### src/hw/rtl/lobm_pkg.sv
`timescale 1ns / 1ps
`default_nettype none
// ----------------------------------------------------------------------------
// lobm_pkg
// Shared sizes, codes and types of the limit order book matcher.
// ----------------------------------------------------------------------------
package lobm_pkg;

    // book geometry; slots of a book wrap around a head pointer, so the
    // depth has to stay a power of two
    localparam int BOOK_DEPTH      = 32;
    localparam int NUM_INSTRUMENTS = 5;
    localparam int NUM_BOOKS       = 2 * NUM_INSTRUMENTS;
    localparam int MAX_RESULTS     = 32;
    localparam int SLOT_W          = $clog2(BOOK_DEPTH);
    localparam int CNT_W           = $clog2(BOOK_DEPTH + 1);
    localparam int BOOK_W          = $clog2(NUM_BOOKS);
    localparam int ADDR_W          = BOOK_W + SLOT_W;
    localparam int MEM_DEPTH       = NUM_BOOKS * BOOK_DEPTH;
    localparam int NRES_W          = $clog2(MAX_RESULTS + 1);
    localparam int QUEUE_DEPTH     = 2;

    localparam logic [15:0] MIN_QTY_RESET = 16'd10;
    localparam logic [15:0] MAX_QTY_RESET = 16'd1000;

    localparam logic [7:0] CFG_MIN_QTY = 8'd0;
    localparam logic [7:0] CFG_MAX_QTY = 8'd1;

    localparam logic [1:0] SIDE_BUY  = 2'd1;
    localparam logic [1:0] SIDE_SELL = 2'd2;

    localparam logic [1:0] ST_NEW     = 2'd0;
    localparam logic [1:0] ST_REJ     = 2'd1;
    localparam logic [1:0] ST_FILLED  = 2'd2;
    localparam logic [1:0] ST_PARTIAL = 2'd3;

    localparam logic [2:0] RSN_NONE  = 3'd0;
    localparam logic [2:0] RSN_INSTR = 3'd1;
    localparam logic [2:0] RSN_SIDE  = 3'd2;
    localparam logic [2:0] RSN_PRICE = 3'd3;
    localparam logic [2:0] RSN_QTY   = 3'd4;
    localparam logic [2:0] RSN_FULL  = 3'd5;

    typedef struct packed {
        logic [15:0]        num;
        logic [15:0]        tag;
        logic [2:0]         instr;
        logic [1:0]         side;
        logic [15:0]        qty;
        logic signed [15:0] price;
        logic [2:0]         reason;
    } order_t;

    typedef struct packed {
        logic [15:0]        number;
        logic [15:0]        tag;
        logic [15:0]        qty;
        logic signed [15:0] price;
    } entry_t;

    typedef struct packed {
        logic [15:0]        inum;
        logic [15:0]        itag;
        logic [15:0]        rnum;
        logic [15:0]        rtag;
        logic [2:0]         instr;
        logic [1:0]         side;
        logic [15:0]        qty;
        logic signed [15:0] price;
        logic [1:0]         ist;
        logic [1:0]         rst;
        logic [2:0]         reason;
        logic               last;
    } result_t;

endpackage
`default_nettype wire

### src/hw/rtl/lobm_front.sv
`timescale 1ns / 1ps
`default_nettype none
// ----------------------------------------------------------------------------
// lobm_front
// Takes orders, numbers them and checks their fields against the limits.
// ----------------------------------------------------------------------------
module lobm_front import lobm_pkg::*; (
    input  wire logic        aclk,
    input  wire logic        aresetn,
    input  wire logic        s_tvalid,
    output logic             s_tready,
    // client_tag, instrument, side, quantity, limit_price, zero pad
    input  wire logic [55:0] s_tdata,
    input  wire logic        cfg_valid,
    output logic             cfg_ready,
    input  wire logic [7:0]  cfg_index,
    input  wire logic [15:0] cfg_data,
    output logic             push_valid,
    input  wire logic        push_ready,
    output order_t           push_data
);

    logic [15:0] min_qty_reg;
    logic [15:0] max_qty_reg;
    logic [15:0] counter_reg;

    logic [15:0]        qty;
    logic signed [15:0] price;
    logic [31:0]        prod;
    logic [12:0]        quot;
    logic [15:0]        rem10;
    logic [2:0]         reason;

    assign qty   = s_tdata[36:21];
    assign price = s_tdata[52:37];

    // divide by ten through a reciprocal, exact over 16 bits
    assign prod  = 32'(qty) * 32'd52429;
    assign quot  = prod[31:19];
    assign rem10 = qty - 16'(32'(quot) * 32'd10);

    always_comb begin
        if (32'(s_tdata[18:16]) >= NUM_INSTRUMENTS) begin
            reason = RSN_INSTR;
        end else if (s_tdata[20:19] != SIDE_BUY && s_tdata[20:19] != SIDE_SELL) begin
            reason = RSN_SIDE;
        end else if (price[15] || price == 16'sd0) begin
            reason = RSN_PRICE;
        end else if (rem10 != 16'd0 || qty > max_qty_reg || qty < min_qty_reg) begin
            reason = RSN_QTY;
        end else begin
            reason = RSN_NONE;
        end
    end

    assign s_tready   = push_ready;
    assign push_valid = s_tvalid;
    assign cfg_ready  = 1'b1;

    always_comb begin
        push_data.num    = counter_reg + 16'd1;
        push_data.tag    = s_tdata[15:0];
        push_data.instr  = s_tdata[18:16];
        push_data.side   = s_tdata[20:19];
        push_data.qty    = qty;
        push_data.price  = price;
        push_data.reason = reason;
    end

    always_ff @(posedge aclk) begin
        if (!aresetn) begin
            min_qty_reg <= MIN_QTY_RESET;
            max_qty_reg <= MAX_QTY_RESET;
            counter_reg <= 16'd0;
        end else begin
            if (cfg_valid) begin
                if (cfg_index == CFG_MIN_QTY) begin
                    min_qty_reg <= cfg_data;
                end else if (cfg_index == CFG_MAX_QTY) begin
                    max_qty_reg <= cfg_data;
                end
            end
            if (s_tvalid && push_ready) begin
                counter_reg <= counter_reg + 16'd1;
            end
        end
    end

endmodule
`default_nettype wire

### config.mk
export PLATFORM = sky130hd
export DESIGN_NAME = lobm_front
export DESIGN_NICKNAME = d
export VERILOG_FILES = /design/src/hw/rtl/lobm_pkg.sv /design/src/hw/rtl/lobm_front.sv
export SDC_FILE = /design/constraint.sdc
export NUM_CORES = 1
export LEC_CHECK = 0
export ABC_AREA = 1
export BUFFER_PORTS_ARGS = -buffer_cell sky130_fd_sc_hd__buf_2
export CAP_MARGIN = 10
export CORE_MARGIN = 1.5
export CORE_UTILIZATION = 53
export DETAILED_ROUTE_END_ITERATION = 12
export PLACE_DENSITY = 0.72
export SKIP_CTS_REPAIR_TIMING = 1
export SLEW_MARGIN = 25
export SYNTH_ARGS = -nofsm -noshare
export SYNTH_HDL_FRONTEND = slang
export SYNTH_SLANG_ARGS = --single-unit
### constraint.sdc
create_clock -name aclk -period 19.9 [get_ports aclk]
set_clock_uncertainty 0.1 [all_clocks]
set_input_delay 3.98 -clock aclk [delete_from_list [all_inputs] [get_ports aclk]]
set_output_delay 3.98 -clock aclk [all_outputs]
set_load 0.01 [all_outputs]
==> metrics.log <==
INFO  metric grtUsageTotal = 0.234
INFO  metric synth_adder_area_share = 0.439
INFO  metric worstPathMaxFanout = 10
INFO  metric maxClockFrequency = 61.1 MHz
INFO  metric critical_path.max_stage_delay = 540 ps
INFO  metric layout_common_cells = inv_1, ha_1, nand2_1
INFO  metric worst_slew_margin_rel = 0.445
INFO  metric path_class = input pin to output port
INFO  metric final.setup.tns = 0 ps
INFO  metric drt_iter0_markers = ~340
INFO  metric timing.hold.ws = 358 ps
INFO  metric detailedRoute.firstPassIterationCount = 4
INFO  metric start_kind = input pin
INFO  metric i_o_pins = 160
INFO  metric die_height = 136 um
INFO  metric report.final.hold_viol_count = 0
INFO  metric final-setup-viol-count = 0
INFO  metric grt_pass1_vias = between 7000 and 8000
INFO  metric netlist_top_cells_area = ha_1, fa_1, inv_1
INFO  metric ant_nets = 0
INFO  metric syn-cell-area = between 0.009 and 0.01 mm^2
INFO  metric detailroute.via_count = around 7700
INFO  metric netlist_instances = approximately 1200
INFO  metric compound_gate_fraction_of_synth_area = 0.108
INFO  metric numClockSinks = 48
INFO  metric global_route_wire_length_before_repair = approximately 34000 um
INFO  metric postSynth.topFlopCell = dfxtp_1
INFO  metric wire_per_inst = between 10 and 15 um
INFO  metric netlist.top_cell.by_area = ha_1
INFO  metric yosys-mux-area-fraction = 0
INFO  metric synth_enable_flop_cells = 0
INFO  metric maxSlewViolCount = 0
INFO  metric clk_root_buffer_cell = clkbuf_16
INFO  metric gr-total-overflow = 0
INFO  metric antenna-diode-count = 0
INFO  metric clock_tree_from_tritoncts = done
INFO  metric cpMostUsedCell = nand2_1
INFO  metric viasPerCell = 5.13
INFO  metric critPathCaptureType = output port
INFO  metric num-fill-cells = 1639
INFO  metric critical-path-slowest-cell = fa_1
INFO  metric placeableCoreArea = 0.0173 mm^2
INFO  metric start_util = 0.543
INFO  metric globalplace.congestion = 0.894
INFO  metric flow.area_growth_from_synthesis = 6.01%
INFO  metric ys_seq_area_frac = 0.102
INFO  metric combinational_family_with_the_most_area_after_synthesis = adder cells
INFO  metric async_flop_share = 0
INFO  metric final.setup.worst_slack = roughly 3500 ps
INFO  metric place_hpwl = 18200 um
INFO  metric hp-class = register to register
INFO  metric multi_input_area = between 0.006 and 0.007 mm^2
INFO  metric critPathBufInv = 7
INFO  metric grt_start_max_net_pins = 30
INFO  metric post_synth_xor_area_fraction = 0.0457
INFO  metric layout_commonest_cell = inv_1
INFO  metric finalCriticalPeriod = 16350 ps
INFO  metric layout.area.seq = 961 um^2
INFO  metric synthesis.area_per_instance = 7.72 um^2
INFO  metric numCtsBuffers = 5
INFO  metric worstPathRequired = 15820 ps
INFO  metric clkLatencyLatePin = 290 ps
INFO  metric ys.warnings.count = 0
INFO  metric arrival = 12270 ps
INFO  metric drive_gt1_frac = 0.112
INFO  metric synth_top_cell_area_share = 0.264
INFO  metric run_status = finished, final reports clean
INFO  metric cts_max_path_buffers = 2
INFO  metric unrepaired_setup_endpoints_after_global_routing = false
INFO  metric finalNetCount = 1644
INFO  metric syn-num-nets = 1581
INFO  metric worst_path_dominant_cell_family = adder cells
INFO  metric drt_drc_violations_left = 0
INFO  metric rows = 48
INFO  metric routed_wl = 21200 um
INFO  metric synthSimpleGateAreaFrac = 0.137
INFO  metric clk_pin_slew = 60 ps
INFO  metric htree_num_levels = 2
INFO  metric die_outline_area = 0.0185 mm^2
INFO  metric number_of_i_o_port_buffers = 123
INFO  metric post_synth_num_cell_types = 43
INFO  metric grt_antenna_before_repair = 1
INFO  metric post_synthesis_register_bit_count = 48
INFO  metric place_worst_setup_slack = 3520 ps
INFO  metric die_w = 136 um
INFO  metric maxCapViolCount = 0
INFO  metric tightest_slew = 832 ps
INFO  metric period_share = 0.822
through the flow:
stage	instance area [um^2]	cells	util
finish	9950	1505	0.575
global route	9950	1505	0.575
CTS	9940	1505	0.575
detailed placement	9800	1497	0.566
global placement	9800	1497	0.566
floorplan	9390	1216	-
final cells by class:
cell class / instances / share of cell area
Timing Repair Buffer: 123 / 0.0619
Sequential cell: 48 / 0.0966
Inverter: 289 / 0.109
Multi-Input combinational cell: 812 / 0.690
Clock buffer: 8 / 0.0147
Tap cell: 225 / 0.0283
metal layers:
| layer | GRT usage | part of all wire | up-vias | wire length [um] |
|---|---|---|---|---|
| met2 | 0.387 | 0.45 | 203 | 9650 |
| li1 | - | - | 3944 | - |
| met4 | 0.0378 | 0.017 | 2 | 363 |
| met3 | 0.0321 | 0.058 | 26 | 1240 |
| met1 | 0.330 | 0.47 | 3550 | 9960 |
| met5 | 0 | 0.00057 | - | 12 |
worst min-delay path, stage by stage, from the launching register on:
cell and delay (ps):
dfxtp_1 300, inv_1 60, a21oi_1 60
worst paths after layout:
kind,slack (ps),to,start,cells past startpoint
max,3550,push_data[2],s_tdata[25],42
max reg2reg,17980,counter_reg[14]$_SDFFE_PN0P_,counter_reg[0]$_SDFFE_PN0P_,10
min,360,max_qty_reg[15]$_SDFFE_PN0P_,max_qty_reg[15]$_SDFFE_PN0P_,2
min reg2reg,360,max_qty_reg[15]$_SDFFE_PN0P_,max_qty_reg[15]$_SDFFE_PN0P_,2
Yosys cell counts, types with 2 or more instances:
cell,number
nand4_1,11
nor3_1,10
o211ai_1,10
xor2_1,34
o21ai_1,2
inv_2,2
dfxtp_1,48
nor3_4,2
nand2_2,2
a211oi_1,9
a21boi_0,2
o21ai_0,55
buf_6,2
fa_1,82
a21o_1,2
nor2_1,67
nand3_2,3
ha_1,198
buf_4,57
a21oi_1,89
o21a_1,3
buf_2,3
xnor2_1,15
clkbuf_1,5
nor4_1,4
inv_1,287
nand2_1,161
o21bai_1,3
nand3_1,30
a31oi_1,5
kinds of logic (layout without fill, tap and decap cells):
group | after synthesis | after routing
adder cells (fa/ha/maj) | 280 | 280
XOR/XNOR | 49 | 49
buffers and inverters | 356 | 420
AND/OR/NAND/NOR | 298 | 298
flip-flops | 48 | 48
other | 1 | 1
AO/OA/AOI/OAI | 184 | 184
Power is left out: the tool's default activity adds up to more than one toggle a clock period on the data nets, which glitch-free logic cannot reach.
