==> config.mk <==
export PLATFORM = sky130hd
export DESIGN_NAME = lobm_queue
export DESIGN_NICKNAME = d
export VERILOG_FILES = /design/src/hw/rtl/lobm_pkg.sv /design/src/hw/rtl/lobm_queue.sv
export SDC_FILE = /design/constraint.sdc
export NUM_CORES = 1
export LEC_CHECK = 0
export ABC_AREA = 1
export ABC_CLOCK_PERIOD_IN_PS = 12400
export BUFFER_PORTS_ARGS = -buffer_cell sky130_fd_sc_hd__buf_2
export CAP_MARGIN = 25
export CORE_MARGIN = 2
export CORE_UTILIZATION = 35
export CTS_CLUSTER_SIZE = 14
export DETAILED_ROUTE_END_ITERATION = 12
export HOLD_SLACK_MARGIN = 0.1
export PLACE_DENSITY = 0.65
export REMOVE_ABC_BUFFERS = 1
export SYNTH_ARGS = -nofsm -noshare
export SYNTH_HDL_FRONTEND = slang
export SYNTH_SLANG_ARGS = --single-unit
==> constraint.sdc <==
create_clock -name aclk -period 12.4 [get_ports aclk]
set_input_delay 2.48 -clock aclk [delete_from_list [all_inputs] [get_ports aclk]]
set_output_delay 2.48 -clock aclk [all_outputs]
set_load 0.03 [all_outputs]
==> src/hw/rtl/lobm_pkg.sv <==
`timescale 1ns / 1ps
`default_nettype none
// ----------------------------------------------------------------------------
// lobm_pkg
// Shared sizes, codes and types of the limit order book matcher.
// ----------------------------------------------------------------------------
package lobm_pkg;

    // book geometry; slots of a book wrap around a head pointer, so the
    // depth has to stay a power of two
    localparam int BOOK_DEPTH      = 32;
    localparam int NUM_INSTRUMENTS = 5;
    localparam int NUM_BOOKS       = 2 * NUM_INSTRUMENTS;
    localparam int MAX_RESULTS     = 32;
    localparam int SLOT_W          = $clog2(BOOK_DEPTH);
    localparam int CNT_W           = $clog2(BOOK_DEPTH + 1);
    localparam int BOOK_W          = $clog2(NUM_BOOKS);
    localparam int ADDR_W          = BOOK_W + SLOT_W;
    localparam int MEM_DEPTH       = NUM_BOOKS * BOOK_DEPTH;
    localparam int NRES_W          = $clog2(MAX_RESULTS + 1);
    localparam int QUEUE_DEPTH     = 2;

    localparam logic [15:0] MIN_QTY_RESET = 16'd10;
    localparam logic [15:0] MAX_QTY_RESET = 16'd1000;

    localparam logic [7:0] CFG_MIN_QTY = 8'd0;
    localparam logic [7:0] CFG_MAX_QTY = 8'd1;

    localparam logic [1:0] SIDE_BUY  = 2'd1;
    localparam logic [1:0] SIDE_SELL = 2'd2;

    localparam logic [1:0] ST_NEW     = 2'd0;
    localparam logic [1:0] ST_REJ     = 2'd1;
    localparam logic [1:0] ST_FILLED  = 2'd2;
    localparam logic [1:0] ST_PARTIAL = 2'd3;

    localparam logic [2:0] RSN_NONE  = 3'd0;
    localparam logic [2:0] RSN_INSTR = 3'd1;
    localparam logic [2:0] RSN_SIDE  = 3'd2;
    localparam logic [2:0] RSN_PRICE = 3'd3;
    localparam logic [2:0] RSN_QTY   = 3'd4;
    localparam logic [2:0] RSN_FULL  = 3'd5;

    typedef struct packed {
        logic [15:0]        num;
        logic [15:0]        tag;
        logic [2:0]         instr;
        logic [1:0]         side;
        logic [15:0]        qty;
        logic signed [15:0] price;
        logic [2:0]         reason;
    } order_t;

    typedef struct packed {
        logic [15:0]        number;
        logic [15:0]        tag;
        logic [15:0]        qty;
        logic signed [15:0] price;
    } entry_t;

    typedef struct packed {
        logic [15:0]        inum;
        logic [15:0]        itag;
        logic [15:0]        rnum;
        logic [15:0]        rtag;
        logic [2:0]         instr;
        logic [1:0]         side;
        logic [15:0]        qty;
        logic signed [15:0] price;
        logic [1:0]         ist;
        logic [1:0]         rst;
        logic [2:0]         reason;
        logic               last;
    } result_t;

endpackage
`default_nettype wire

==> src/hw/rtl/lobm_queue.sv <==
`timescale 1ns / 1ps
`default_nettype none
// ----------------------------------------------------------------------------
// lobm_queue
// Short queue of checked orders between the front and the matching engine.
// ----------------------------------------------------------------------------
module lobm_queue import lobm_pkg::*; (
    input  wire logic   aclk,
    input  wire logic   aresetn,
    input  wire logic   wr_valid,
    output logic        wr_ready,
    input  wire order_t wr_data,
    output logic        rd_valid,
    input  wire logic   rd_ready,
    output order_t      rd_data
);

    localparam int PTR_W = $clog2(QUEUE_DEPTH);

    order_t                         slot_reg [QUEUE_DEPTH];
    logic [PTR_W-1:0]               wptr_reg;
    logic [PTR_W-1:0]               rptr_reg;
    logic [$clog2(QUEUE_DEPTH+1)-1:0] fill_reg;
    logic                           do_wr;
    logic                           do_rd;

    assign wr_ready = 32'(fill_reg) < QUEUE_DEPTH;
    assign rd_valid = fill_reg != '0;
    assign rd_data  = slot_reg[rptr_reg];
    assign do_wr    = wr_valid && wr_ready;
    assign do_rd    = rd_valid && rd_ready;

    always_ff @(posedge aclk) begin
        if (do_wr) begin
            slot_reg[wptr_reg] <= wr_data;
        end
    end

    always_ff @(posedge aclk) begin
        if (!aresetn) begin
            wptr_reg <= '0;
            rptr_reg <= '0;
            fill_reg <= '0;
        end else begin
            if (do_wr) begin
                wptr_reg <= PTR_W'(32'(wptr_reg) + 1 == QUEUE_DEPTH ? 0 : 32'(wptr_reg) + 1);
            end
            if (do_rd) begin
                rptr_reg <= PTR_W'(32'(rptr_reg) + 1 == QUEUE_DEPTH ? 0 : 32'(rptr_reg) + 1);
            end
            if (do_wr && !do_rd) begin
                fill_reg <= fill_reg + 1'b1;
            end else if (do_rd && !do_wr) begin
                fill_reg <= fill_reg - 1'b1;
            end
        end
    end

endmodule
`default_nettype wire

==> metrics.txt, run 1 <==
Placeable Area=between 15000 and 20000 um2; clk_lat worst skew=slightly above 400 ps; Final WS setup=around 7400 ps; critical path fanouts, max=38; reg2reg start=fill_reg[1]; Hold Path Depth=2; Hold WC Path Type=reg -> reg; Clk pin slew, worst setup/hold paths=approximately 60 ps; initial antenna violation count=0; f_max=approximately 0.2 GHz; Rows=46; element type at the critical path start=register; H-tree levels=4; WHS=roughly 500 ps; mean post-synth cell area=~22 um2; CP Data Required Time=between 9000 and 10000 ps; hold path start=rptr_reg; dominant cell type by area after synthesis=edfxtp_1; synth top area cells=edfxtp_1, mux2_4, buf_12, dfxtp_1, inv_1; Max Slew Vio Count=0; Final Hold Viols=0; CTS buffer count=17; dpl cells=between 600 and 700; FF-to-FF End=slot_reg[1][28]; CTS tree=built; diode count=0; worst-case reg-to-reg path depth=4; DRC viols=0; gpl congestion=about 0.69; Ports=150; vias per cell=roughly 4.4; worst slew pin tran=around 880 ps; Root Driver=clkbuf_16; Setup TNS=0 ps; Pwr per Cell Area=between 200 and 250 nW/um2; largest net degree at the start of global routing=63; most repeated cell in the gate-level netlist after synthesis=edfxtp_1; vias in the first global route=3062; Post-synth top cells=edfxtp_1, mux2_4, inv_1, nand2_1, buf_12; Synth Register Bits=149; number of synthesized flops with an enable pin=between 100 and 150; # hold bufs at CTS=0; initial core utilization=36.1%; Post-Synthesis Cells=259; Setup CP Type=reg -> out; final worst-path cycle share=~40%; Synth Flop Type=edfxtp_1; clk_skew=6.90 ps; # clock sinks=149; M2 GR Usage=about 20%; Leakage Power=approximately 2.9 nW; max-cap check violation count=0; async set or reset register ratio after synthesis=0%; hpwl dp=between 6 and 7 mm; Largest register FFs=about 140; status=finished clean; via count=~2800; Area Growth Syn to Fin=26.3%; total track usage=roughly an eighth; fin cells=between 600 and 700; register area share after synthesis=76.5%; ANT nets after route=0; RSZ-0062 raised after global routing=false; met1 Usage GRT=between 10 and 15%; most used routing layer in global routing=met2; Setup crit end kind=output pin; pre-CTS setup slack=a little under 8000 ps; DR WL/cell=15.8 um; mapped cell area=about 5800 um2; Synth top area share=74.8%; Synth cell types=15; initial DRC count=approximately 160; post-CTS sizing=0; PortBufs=between 100 and 150; setup violators final=0; first-pass GRT wire length=16.1 mm; Overflow after GRT=0; R2R Setup Slk=approximately 10000 ps; die area=17600 um2; relative slew slack=between 40% and 50%; DIE HEIGHT=approximately 130 um; Worst Hold Path EP=rptr_reg; WL final=~10 mm; worst vdd rail ir drop=between 0.1 and 0.15 mV; Period minus WS final=about 5000 ps; Post-CTS Setup Bufs=0; layout cell share with drive strength beyond 1=about three fifths; crit path DAT=2480 ps; grt met3 use=around 4.9%; Clock Path Buffers=2; First-pass DRT Iterations=4; die width=approximately 130 um; warnings from Yosys=0; Layout Nets=between 400 and 500
==> how the worst max path moves through the flow <==
stage	end	slack, ps	cells past startpoint
global placement	rd_data[67]	7850	3
detailed placement	rd_data[67]	7830	3
finish	rd_data[50]	7440	3
CTS	rd_data[67]	7370	3
floorplan	slot_reg[0][0]	6290	2
global route	rd_data[46]	7290	3
==> critical path, stage by stage (launching register included) <==
cell and delay [ps]:
dfxtp_4 770, buf_4 680, mux2_4 360, buf_2 180
==> kinds of logic after synthesis <==
| logic type | Yosys count | share of synthesized area (%) |
|---|---|---|
| adder cells (fa/ha/maj) | 1 | 0.216 |
| flip-flops | 149 | 76.5 |
| AO/OA/AOI/OAI | 5 | 0.476 |
| multiplexers | 72 | 18.6 |
| AND/OR/NAND/NOR | 16 | 1.10 |
| buffers and inverters | 16 | 3.14 |
==> layout make-up <==
cell class / instances / area, um2
Clock buffer: 19 / 433
Sequential cell: 149 / 4430
Inverter: 8 / 30.0
Clock inverter: 13 / 181
Fill cell: 1436 / 8700
Multi-Input combinational cell: 94 / 1190
Timing Repair Buffer: 152 / 768
Tap cell: 216 / 270
==> placed cells by master, fill, tap and decap left out, types with 2 or more instances in the layout <==
cell	instances
buf_4	3
clkinv_2	2
buf_2	149
dfxtp_1	4
mux2_4	70
clkinvlp_4	4
nor2_1	4
o21ai_0	2
edfxtp_1	144
clkbuf_1	2
bufinv_16	4
clkbuf_16	17
mux2_2	2
nand2_1	8
a21oi_1	2
nor2_4	2
inv_1	8
==> per-layer routing <==
layer / part of all wire (%) / wire length, um
met1: 41 / 4240
met2: 51 / 5250
met3: 6.0 / 621
met4: 1.5 / 152
met5: 0 / 0
==> per-stage QoR <==
step | power, W | utilization [%] | area [um2]
6_report | 0.00170 | 45.6 | 7300
5_1_grt | 0.00177 | 45.6 | 7300
4_1_cts | 0.00172 | 45.6 | 7300
3_5_place_dp | 0.00118 | 41.8 | 6690
3_3_place_gp | 0.00117 | 41.8 | 6690
2_1_floorplan | 0.00107 | - | 5630
==> power breakdown <==
part           leakage, nW  total, W  switching [W]  internal [W]
sequential            1.38  0.000684      0.0000374      0.000647
combinational         1.20  0.000480       0.000293      0.000186
clock                0.287  0.000532       0.000196      0.000336
total                 2.87   0.00170       0.000527       0.00117
(Power assumes the default switching activity.)
==> run 2, diff against run 1 <==
- ABC_CLOCK_PERIOD_IN_PS: 12400 -> 4600
- clock period: 12.4 -> 4.6 ns (I/O delays scaled with it)
==> metrics.txt, run 2 (synthesis gave the netlist of run 1 again) <==
status=finished clean (unchanged); Largest register FFs=144 (unchanged); clk_lat worst skew=420 ps (was 410 ps); post-CTS sizing=0 (unchanged); Leakage Power=2.91 nW (was 2.87 nW); final worst-path cycle share=approximately 67%; H-tree levels=4 (unchanged); Net Sw Frac=30.1% (was 31.0%); Max Slew Vio Count=0 (unchanged); WP buf/inv=2 (unchanged); PortBufs=149 (unchanged); CP Data Required Time=3680 ps (was 9920 ps); Ports=150 (unchanged); pre-CTS setup slack=1850 ps (was 7830 ps); Overflow after GRT=0 (unchanged); diode count=0 (unchanged); total power=0.00466 W (was 0.00170 W); Worst path max stage delay=730 ps (was 770 ps); Final Hold Viols=0 (unchanged); switching power total=0.00140 W (was 0.000527 W); Final WS setup=1500 ps (was 7440 ps); max-cap check violation count=0 (unchanged); dpl cells=622 (was 619); RSZ-0062 raised after global routing=false (unchanged); Seq pwr share=39.5% (was 40.4%); Clk pin slew, worst setup/hold paths=50 ps (was 60 ps); vias in the first global route=3170 (was 3062); Internal=0.00326 W (was 0.00117 W); total track usage=12.5% (was 12.2%); most frequent cells in the layout=buf_2, edfxtp_1, mux2_4, clkbuf_16 (unchanged); fin cells=654 (was 651); hpwl dp=6.94 mm (was 6.58 mm); initial DRC count=109 (was 162); initial core utilization=36.1% (unchanged); via count=2871 (was 2845); Setup crit end kind=output pin (unchanged); worst vdd rail ir drop=0.269 mV (was 0.106 mV); relative slew slack=58.4% (was 41.4%); Hold WC Path Type=reg -> reg (unchanged); CP max-delay cell=dfxtp_4 (unchanged); Comb pwr share=28.0% (was 28.3%); Final Util=46.0% (was 45.6%); Setup TNS=0 ps (unchanged); gpl congestion=0.671 (was 0.687); CTS tree=built (unchanged); worst-case reg-to-reg path depth=4 (unchanged); largest net degree at the start of global routing=40 (was 63); # clock sinks=149 (unchanged); f_max=approximately 0.32 GHz; setup violators final=0 (unchanged); critical path fanouts, max=33 (was 38); Cell Chain, Critical Path=buf_4 > mux2_4 > buf_2 (unchanged); Post-CTS Setup Bufs=0 (unchanged); layout cell share with drive strength beyond 1=58.4% (was 58.9%); Rows=46 (unchanged); Period minus WS final=about 3100 ps; critical path depth=3 (unchanged); delay-heaviest family, CP=flip-flops (was buffers and inverters); Layout Nets=502 (was 499); Pwr per Cell Area=634 nW/um2 (was 232 nW/um2); Clk pwr share=32.5% (was 31.4%); vias per cell=4.39 (was 4.37); initial antenna violation count=1 (was 0); DRC viols=0 (unchanged); Clock Path Buffers=2 (unchanged); die width=133 um (unchanged); CTS buffer count=17 (unchanged); WL final=10.5 mm (was 10.3 mm); DR WL/cell=16.0 um (was 15.8 um); ANT nets after route=0 (unchanged); commonest non-fill, non-tap cell in the layout=buf_2 (unchanged); element type at the critical path start=register (unchanged); clk_skew=7.01 ps (was 6.90 ps); Setup CP Type=reg -> out (unchanged); Area Growth Syn to Fin=27.2% (was 26.3%); filler cell count=1432 (was 1436); First-pass DRT Iterations=4 (unchanged); first-pass GRT wire length=16.4 mm (was 16.1 mm); DIE HEIGHT=133 um (unchanged); # hold bufs at CTS=0 (unchanged); Placeable Area=16000 um2 (unchanged); Root Driver=clkbuf_16 (unchanged); die area=17600 um2 (unchanged); worst slew pin tran=624 ps (was 879 ps); Hold Path Depth=2 (unchanged); crit path DAT=2180 ps (was 2480 ps)
run 2: cell type report:
type                            count  area, um2  share of cell area (%)
Clock buffer                       21        440                    5.99
Clock inverter                     11        205                    2.79
Inverter                            8       30.0                   0.408
Multi-Input combinational cell     94       1190                    16.2
Sequential cell                   149       4430                    60.2
Tap cell                          216        270                    3.67
Timing Repair Buffer              155        791                    10.7
run 2: worst reg2reg max path: stages (launching register included):
cell and delay [ps]:
dfxtp_1 330, inv_1 120, nand2_1 200, nor2_4 140, buf_4 480
run 2: path summary, 6_finish.rpt:
kind / startpoint / endpoint / slack [ps]
min reg2reg: rptr_reg / rptr_reg / 500
max: register / rd_data[3] / 1500
min: rptr_reg / rptr_reg / 500
max reg2reg: fill_reg[1] / slot_reg[1][23] / 2950
run 2: power groups by stage:
| stage | clock network, W | logic, W | registers, W |
|---|---|---|---|
| after global routing | 0.00161 | 0.00139 | 0.00187 |
| after detailed placement | 0 | 0.00133 | 0.00188 |
| after global placement | 0 | 0.00130 | 0.00186 |
| final | 0.00152 | 0.00131 | 0.00184 |
| after CTS | 0.00155 | 0.00133 | 0.00185 |
| after floorplan | 0 | 0.000987 | 0.00191 |
run 2: metrics by stage:
stage	area [um2]	hold WS, ps
finish	7360	505
CTS	7360	506
detailed placement	6710	490
global route	7360	568
global placement	6710	484
floorplan	5630	459
run 2: layer usage:
layer | vias to the layer above | global-route usage [%] | wire length [um]
li1 | 1341 | - | -
met1 | 1416 | 13.1 | 4170
met2 | 97 | 21.8 | 5440
met3 | 17 | 5.98 | 738
met4 | 0 | 4.66 | 140
met5 | - | 0 | 0
